--- config.mk ---
export PLATFORM = sky130hd
export DESIGN_NAME = masked_bitsliced_comparator_top
export DESIGN_NICKNAME = d
export VERILOG_FILES = /design/src/mbc_pkg.sv /design/src/mbc_masked_and.sv /design/src/mbc_plane.sv /design/src/masked_bitsliced_comparator_top.sv
export VERILOG_INCLUDE_DIRS = /design/src /design/src/src
export SDC_FILE = /design/constraint.sdc
export NUM_CORES = 2
export LEC_CHECK = 0
export ABC_AREA = 1
export ABC_CLOCK_PERIOD_IN_PS = 29500
export CAP_MARGIN = 20
export CORE_MARGIN = 2
export CORE_UTILIZATION = 65
export DETAILED_ROUTE_END_ITERATION = 10
export DONT_BUFFER_PORTS = 1
export HOLD_SLACK_MARGIN = 0.02
export PLACE_DENSITY = 0.85
export SLEW_MARGIN = 0
export SYNTH_ARGS = -nofsm -noshare
export SYNTH_HDL_FRONTEND = slang
export SYNTH_SLANG_ARGS = --single-unit
--- constraint.sdc ---
create_clock -name clk -period 29.5 [get_ports clk]
set_input_delay 2.95 -clock clk [delete_from_list [all_inputs] [get_ports clk]]
set_output_delay 2.95 -clock clk [all_outputs]
set_load 0.1 [all_outputs]
--- src/masked_bitsliced_comparator_top_macros.svh ---
// Assertion macros for the masked bitsliced comparator.
// Included by the modules that carry concurrent assertions; needs clk and rst in scope.
`ifndef MASKED_BITSLICED_COMPARATOR_TOP_MACROS_SVH
`define MASKED_BITSLICED_COMPARATOR_TOP_MACROS_SVH

`ifndef SYNTHESIS

// Checked at every clock edge outside of reset.
`define MBC_ASSERT(label, prop) \
  label: assert property (@(posedge clk) disable iff (rst) prop) \
    else $error("mbc assertion failed");

// Checked at every clock edge, reset included.
`define MBC_ASSERT_RST(label, prop) \
  label: assert property (@(posedge clk) prop) \
    else $error("mbc reset assertion failed");

`else

`define MBC_ASSERT(label, prop)
`define MBC_ASSERT_RST(label, prop)

`endif

`endif

--- src/mbc_pkg.sv ---
// Shared types, constants and helpers of the masked bitsliced comparator.
// No dependencies; imported by every module of the block.
package mbc_pkg;

  // Default number of Boolean shares the datapath is built for.
  localparam int MAX_SHARES_DEF = 3;

  // Lanes per bit plane; bits at or above this are ignored.
  localparam int LANES = 32;

  localparam logic [31:0] LANE_MASK =
    (LANES >= 32) ? 32'hFFFF_FFFF : 32'((64'd1 << LANES) - 64'd1);

  // Share count register value after reset.
  localparam logic [1:0] SHARES_RESET = 2'd2;

  typedef logic [31:0] word_t;
  typedef logic [1:0]  share_cnt_t;

  // Comparison kinds.
  typedef enum logic [1:0] {
    OP_LEQ = 2'd0,
    OP_LT  = 2'd1,
    OP_EQ  = 2'd2
  } op_t;

  // One bit plane request.
  typedef struct packed {
    logic [1:0] op;
    word_t      left_share0;
    word_t      left_share1;
    word_t      left_share2;
    word_t      right_share0;
    word_t      right_share1;
    word_t      right_share2;
    word_t      rand_01;
    word_t      rand_02;
    word_t      rand_12;
    logic       last_plane;
  } item_t;

  // One comparison result.
  typedef struct packed {
    word_t result_share0;
    word_t result_share1;
    word_t result_share2;
  } result_t;

  // Unused op code is treated as equality.
  function automatic op_t decode_op(logic [1:0] code);
    op_t kind;
    case (code)
      OP_LEQ:  kind = OP_LEQ;
      OP_LT:   kind = OP_LT;
      default: kind = OP_EQ;
    endcase
    return kind;
  endfunction

endpackage

--- src/mbc_masked_and.sv ---
// ISW masked AND gadget over up to three Boolean shares of 32 lanes.
// Purely combinational; depends on mbc_pkg.
module mbc_masked_and import mbc_pkg::*; #(
  parameter int MAX_SHARES = MAX_SHARES_DEF
) (
  input  word_t      x [MAX_SHARES],
  input  word_t      y [MAX_SHARES],
  input  word_t      rand_01,
  input  word_t      rand_02,
  input  word_t      rand_12,
  input  share_cnt_t n,
  output word_t      z [MAX_SHARES]
);

  // Pair mask shared by shares i and j (i differs from j).
  function automatic word_t pair_mask(int i, int j, word_t r01, word_t r02, word_t r12);
    word_t r;
    case (i + j)
      1:       r = r01;
      2:       r = r02;
      default: r = r12;
    endcase
    return r & LANE_MASK;
  endfunction

  // Each share: own product plus the masked cross terms with every other share in use.
  always_comb begin
    for (int i = 0; i < MAX_SHARES; i++) begin
      z[i] = '0;
      if (2'(i) < n) begin
        z[i] = x[i] & y[i];
        for (int j = 0; j < MAX_SHARES; j++) begin
          if (j != i && 2'(j) < n) begin
            z[i] ^= (~x[i] & pair_mask(i, j, rand_01, rand_02, rand_12))
                  ^ (x[i] & (y[j] ^ pair_mask(i, j, rand_01, rand_02, rand_12)));
          end
        end
      end
      z[i] &= LANE_MASK;
    end
  end

endmodule

--- src/mbc_plane.sv ---
// Per-plane update of the running borrow or difference shares and result forming.
// Combinational; depends on mbc_pkg and mbc_masked_and.
module mbc_plane import mbc_pkg::*; #(
  parameter int MAX_SHARES = MAX_SHARES_DEF
) (
  input  item_t      item,
  input  logic       first,
  input  op_t        held_op,
  input  word_t      running [MAX_SHARES],
  input  share_cnt_t n,
  output op_t        op_now,
  output word_t      run_next [MAX_SHARES],
  output result_t    res
);

  word_t lin [3];
  word_t rin [3];
  word_t l [MAX_SHARES];
  word_t rt [MAX_SHARES];
  word_t run_eff [MAX_SHARES];
  word_t a [MAX_SHARES];
  word_t b [MAX_SHARES];
  word_t p [MAX_SHARES];
  word_t res_w [3];

  // The kind is latched on the first plane of a comparison.
  assign op_now = first ? decode_op(item.op) : held_op;

  assign lin[0] = item.left_share0;
  assign lin[1] = item.left_share1;
  assign lin[2] = item.left_share2;
  assign rin[0] = item.right_share0;
  assign rin[1] = item.right_share1;
  assign rin[2] = item.right_share2;

  // Operand selection, unused shares zeroed, swap for strict less-than.
  always_comb begin
    for (int i = 0; i < MAX_SHARES; i++) begin
      if (2'(i) < n) begin
        l[i]  = (op_now == OP_LT) ? (rin[i] & LANE_MASK) : (lin[i] & LANE_MASK);
        rt[i] = (op_now == OP_LT) ? (lin[i] & LANE_MASK) : (rin[i] & LANE_MASK);
      end else begin
        l[i]  = '0;
        rt[i] = '0;
      end
      run_eff[i] = (first || 2'(i) >= n) ? '0 : running[i];
    end
  end

  // Gadget operands: negated difference for equality, borrow chain otherwise.
  always_comb begin
    for (int i = 0; i < MAX_SHARES; i++) begin
      if (op_now == OP_EQ) begin
        a[i] = run_eff[i];
        b[i] = l[i] ^ rt[i];
      end else begin
        a[i] = rt[i] ^ run_eff[i];
        b[i] = l[i] ^ run_eff[i];
      end
    end
    if (op_now == OP_EQ) begin
      a[0] ^= LANE_MASK;
      b[0] ^= LANE_MASK;
    end
  end

  mbc_masked_and #(.MAX_SHARES(MAX_SHARES)) u_and (
    .x       (a),
    .y       (b),
    .rand_01 (item.rand_01),
    .rand_02 (item.rand_02),
    .rand_12 (item.rand_12),
    .n       (n),
    .z       (p)
  );

  // New running shares.
  always_comb begin
    for (int i = 0; i < MAX_SHARES; i++) begin
      if (op_now == OP_EQ) begin
        run_next[i] = first ? (l[i] ^ rt[i]) : p[i];
      end else begin
        run_next[i] = (p[i] ^ l[i]) & LANE_MASK;
      end
    end
    if (op_now == OP_EQ && !first) begin
      run_next[0] ^= LANE_MASK;
    end
  end

  // Result shares: share 0 is inverted unless the kind is strict less-than.
  always_comb begin
    for (int i = 0; i < 3; i++) begin
      res_w[i] = '0;
    end
    for (int i = 0; i < MAX_SHARES; i++) begin
      res_w[i] = run_next[i] & LANE_MASK;
    end
    if (op_now != OP_LT) begin
      res_w[0] = (res_w[0] ^ LANE_MASK) & LANE_MASK;
    end
  end

  assign res.result_share0 = res_w[0];
  assign res.result_share1 = res_w[1];
  assign res.result_share2 = res_w[2];

endmodule

--- src/masked_bitsliced_comparator_top.sv ---
// Top level of the masked bitsliced comparator: input register, comparison state,
// result register and share count register. Depends on mbc_pkg and mbc_plane.
//
//   channel   | signals                          | moves
//   ----------+----------------------------------+----------------------------------
//   item      | item_valid, item_stall, item     | one bit plane request, LSB first
//   result    | result_valid, result_stall, result | shares of one comparison result
//   config    | cfg_wen, cfg_wdata               | shares in use register
//
// One bit plane per cycle while no last plane waits for room in the result register:
// a request is taken into the input register, from which the plane logic updates the
// running shares and, on the last plane, loads the result register. Reset (rst,
// synchronous) empties both registers and starts a new comparison. A held result
// stalls the input only while the input register holds a last plane; other planes
// keep moving.
`include "masked_bitsliced_comparator_top_macros.svh"

module masked_bitsliced_comparator_top import mbc_pkg::*; #(
  parameter int MAX_SHARES = MAX_SHARES_DEF
) (
  input  logic       clk,
  input  logic       rst,
  input  logic       item_valid,
  output logic       item_stall,
  input  item_t      item,
  output logic       result_valid,
  input  logic       result_stall,
  output result_t    result,
  input  logic       cfg_wen,
  input  logic [1:0] cfg_wdata
);

  logic       s1_valid;
  item_t      s1_item;
  share_cnt_t shares_in_use;
  share_cnt_t n;
  word_t      running [MAX_SHARES];
  logic       expect_first;
  op_t        held_op;
  op_t        op_now;
  word_t      run_next [MAX_SHARES];
  result_t    res_next;
  logic       out_free;
  logic       s1_go;

  // Share count, clamped to the range the datapath supports.
  always_comb begin
    n = shares_in_use;
    if (n == 2'd0) begin
      n = 2'd1;
    end
    if (n > 2'(MAX_SHARES)) begin
      n = 2'(MAX_SHARES);
    end
  end

  // Configuration register.
  always_ff @(posedge clk) begin
    if (rst) begin
      shares_in_use <= SHARES_RESET;
    end else if (cfg_wen) begin
      shares_in_use <= cfg_wdata;
    end
  end

  // Flow control: a last plane waits only for room in the result register.
  assign out_free   = !result_valid || !result_stall;
  assign s1_go      = s1_valid && (!s1_item.last_plane || out_free);
  assign item_stall = s1_valid && !s1_go;

  // Input register.
  always_ff @(posedge clk) begin
    if (rst) begin
      s1_valid <= 1'b0;
    end else if (item_valid && !item_stall) begin
      s1_valid <= 1'b1;
    end else if (s1_go) begin
      s1_valid <= 1'b0;
    end
  end

  always_ff @(posedge clk) begin
    if (item_valid && !item_stall) begin
      s1_item <= item;
    end
  end

  mbc_plane #(.MAX_SHARES(MAX_SHARES)) u_plane (
    .item     (s1_item),
    .first    (expect_first),
    .held_op  (held_op),
    .running  (running),
    .n        (n),
    .op_now   (op_now),
    .run_next (run_next),
    .res      (res_next)
  );

  // Comparison state, advanced once per processed plane.
  always_ff @(posedge clk) begin
    if (rst) begin
      for (int i = 0; i < MAX_SHARES; i++) begin
        running[i] <= '0;
      end
      expect_first <= 1'b1;
      held_op      <= OP_LEQ;
    end else if (s1_go) begin
      for (int i = 0; i < MAX_SHARES; i++) begin
        running[i] <= run_next[i];
      end
      expect_first <= s1_item.last_plane;
      held_op      <= op_now;
    end
  end

  // Result register.
  always_ff @(posedge clk) begin
    if (rst) begin
      result_valid <= 1'b0;
    end else if (s1_go && s1_item.last_plane) begin
      result_valid <= 1'b1;
    end else if (!result_stall) begin
      result_valid <= 1'b0;
    end
  end

  always_ff @(posedge clk) begin
    if (s1_go && s1_item.last_plane) begin
      result <= res_next;
    end
  end

  // A plane that is not the last leaves the block inside a comparison.
  `MBC_ASSERT(a_mid_plane, (s1_go && !s1_item.last_plane) |=> !expect_first)
  // A last plane never overruns a result that is still held.
  `MBC_ASSERT(a_no_overrun, (s1_valid && s1_item.last_plane && !out_free) |-> item_stall)
  // A freshly loaded result always closes the comparison.
  `MBC_ASSERT(a_result_closes, $rose(result_valid) |-> expect_first)
  // Reset empties both registers and starts a new comparison.
  `MBC_ASSERT_RST(a_reset, rst |=> (expect_first && !s1_valid && !result_valid))

endmodule

==> impl_metrics.yaml <==
status:
  run_status: "completed"
sta:
  slew_viol_final: 0
  finalClockSkew_ns: 0.0390
  grt_setup_unrepaired: "no"
  fin_crit_ns: 7.03
  tns_ns: 0
  slew_headroom_pct: 17.2
  tightest_slew_ns: 1.24
  hold_viol: 0
  fmax_mhz: 142
  finalCritPeriodShare_pct: 23.8
  finalSetupViolCount: 0
floorplan:
  dieWidth_um: 240
  core_area_um2: 55000
  dieArea_um2: 57500
  boundaryPins: 396
  num_rows: 86
  start_util_pct: 65.7
  die_h_um: 240
synth:
  yosys.area.top_type_share_pct: 32.2
  syn_area_um2: 36100
  yosys_warnings: 0
  synth_area_leaders: "edfxtp_1 32%, nand2_1 17%, nand3_1 15%"
  synth_cell_type_count: 37
  ys_seq_elements: 490
  syn_nets: 5617
  yosysTopAreaCell: "edfxtp_1"
  syn_inst: 5319
  synth_seq_area_share_pct: 37.9
  synth_area_per_cell_um2: 6.79
detailed_routing:
  drc_errors: 0
  wl_met2_um: 53300
  drt-total-wl_um: 118000
  top_layer: "met5"
  vias: 36300
  drtPass1Iterations: 8
  dr.first_iter.drc_count: 3859
  met1Wirelength_um: 39600
  detail_route.wl_per_cell_um: 19.8
  vias_per_cell: 6.06
  final_antenna_net_count: 0
  dr_wl_met3_um: 13000
final_layout:
  final_common_cell: "nand2_1"
  layout-drive-gt1-share_pct: 3.33
  layout-area-overhead-vs-synth_pct: 5.71
  design_area_um2: 38200
  final_cells: 5982
  nets: 5447
  mostFrequentLayoutCells: "1596 x nand2_1, 1067 x nand3_1, 737 x inv_1"
global_route:
  grt_pass1_wl_um: 177000
  track_usage_pct: 40.2
  grt_max_degree: 220
  grt_overflow: 0
  grt_pass1_vias: 32700
  antenna_found_initial: 49
clocking:
  cts_root_buf: "clkbuf_16"
  cts_inserted_buffers: 53
  cts.sinks: 490
  ctsHoldBuffers: 0
  cts.htree.levels: 2
  cts_resized: 0
  post_cts.repair.setup_buffers: 0
  clk_pin_slew_ns: 0.06
  cts.path.max_buffers: 3
  cts_tree: "built"
  insertion_delay_ns: 0.66
place:
  place_area_um2: 36200
  numPortBuffers: 0
  globalplace.congestion: 0.988
  dp_cells: 5841
  place_hpwl_um: 76100
worst_setup_path:
  path_cells: "buf_4 -> nand3_1 -> nand2_4 -> buf_4 -> nand2_8 -> inv_4 -> buf_4 -> nand2_1 -> nand3_1 -> xor2_2 -> nand2_1 -> nand2_1 -> nand3_1 -> nand3_1 -> nand2_1 -> o21ai_1 -> nand3_1 -> nand3_1 -> nand2_1"
  endpoint: "result[75]"
  rr_endpoint: "result[75]"
  critPathLaunch: "expect_first"
  crit_arrival_ns: 7.36
  cp-start-kind: "flip-flop"
  cp_max_fo: 108
  r2r_cells: 19
  end_kind: "flip-flop"
  path_class: "flip-flop to flip-flop"
  path_common_cell: "nand3_1"
  required_ns: 29.83
  worst-r2r-setup-slack_ns: 22.47
  critPathMaxStageDelay_ns: 0.75
  critical_path.top_delay_family: "buffers and inverters"
  r2r-start: "expect_first"
  cp.depth: 19
  path_buf_inv: 4
  slowest_stage: "inv_4"
worst_hold_path:
  worst_hold_path_type: "flip-flop to flip-flop"
  hold_depth: 2
power:
  leakage_uw: 0.0180
  pwr_density_cell_nw_per_um2: 55.1
  vdd_drop_max_mv: 0.0748
flow_run:
  max-cap-violations: 0
-- sequential cells by signal, indices dropped and copies added, names as in the netlist --
register	cells
held_op	2
running	96
s1_item	291
shares_in_use	2
s1_valid	1
result_valid	1
result	96
expect_first	1
-- logic make-up (layout without fill, tap and decap cells) --
kind of cell    count (synthesis)  in the layout  synth area share (%)
simple gates                 3205           3205                  39.3
compound gates                431            431                  6.99
flops                         490            490                  37.9
xor+xnor                      192            192                  4.88
other cells                     0             40                     0
buf+inv                      1001            876                  11.0
-- synthesized netlist by cell type (all sizes together) --
| master | count |
|---|---|
| nand2 | 1603 |
| nand3 | 1067 |
| inv | 750 |
| edfxtp | 387 |
| nor2 | 240 |
| a21oi | 225 |
| nand4 | 176 |
| xor2 | 154 |
| buf | 147 |
| clkbuf | 104 |
| dfxtp | 103 |
| o211ai | 84 |
| o21ai | 84 |
| or2 | 51 |
| nand3b | 46 |
| xnor2 | 38 |
| a21o | 21 |
| and2 | 12 |
| nor3 | 10 |
| o22ai | 8 |
| o2111ai | 6 |
| o21bai | 2 |
| a31oi | 1 |
-- where the power goes --
part           internal, µW  total (µW)  leakage [µW]  switching (µW)
combinational           149         508        0.0126             359
sequential              799         887       0.00458            87.9
clock                   404         708      0.000863             304
total                  1350        2100        0.0180             751
-- how the worst min path moves through the flow --
stage / from / end / slack [ns]
5_1_grt: held_op[0] / held_op[0] / 0.56
6_report: held_op[0] / held_op[0] / 0.53
2_1_floorplan: s1_valid / s1_valid / 0.48
3_5_place_dp: running[68] / running[68] / 0.52
3_3_place_gp: running[13] / running[13] / 0.52
4_1_cts: running[68] / running[68] / 0.53
-- worst reg2reg max path, stage by stage, from the launching register on --
cell     delay [ns]
dfxtp_2        0.66
buf_4          0.61
nand3_1        0.28
nand2_4        0.64
buf_4          0.71
nand2_8        0.61
inv_4          0.80
buf_4          0.77
nand2_1        0.11
nand3_1        0.14
xor2_2         0.29
nand2_1        0.09
nand2_1        0.06
nand3_1        0.08
nand3_1        0.15
nand2_1        0.10
o21ai_1        0.18
nand3_1        0.14
nand3_1        0.12
nand2_1        0.18
-- routing by layer --
metal  GRT usage (%)  vias up
li1                -    17200
met1            43.5    16400
met2            64.1     2052
met3            9.93      536
met4            38.7       30
met5               0        -
-- cell type report --
type	instances	area, µm²
Antenna cell	40	100
Clock inverter	41	477
Multi-Input combinational cell	3828	18500
Sequential cell	490	13700
Tap cell	748	936
Timing Repair Buffer	26	265
Fill cell	4557	16800
Inverter	750	2850
Clock buffer	59	1350
-- per-stage QoR --
stage,total power [µW],setup slack (ns),hold WS [ns],util (%)
floorplan,1280,12.78,0.479,-
global placement,1380,22.68,0.516,65.9
detailed placement,1390,22.68,0.522,65.9
CTS,2090,22.68,0.533,69.2
global route,2190,22.30,0.560,69.4
finish,2100,22.47,0.535,69.5
Power figures use the tool's default switching activity.
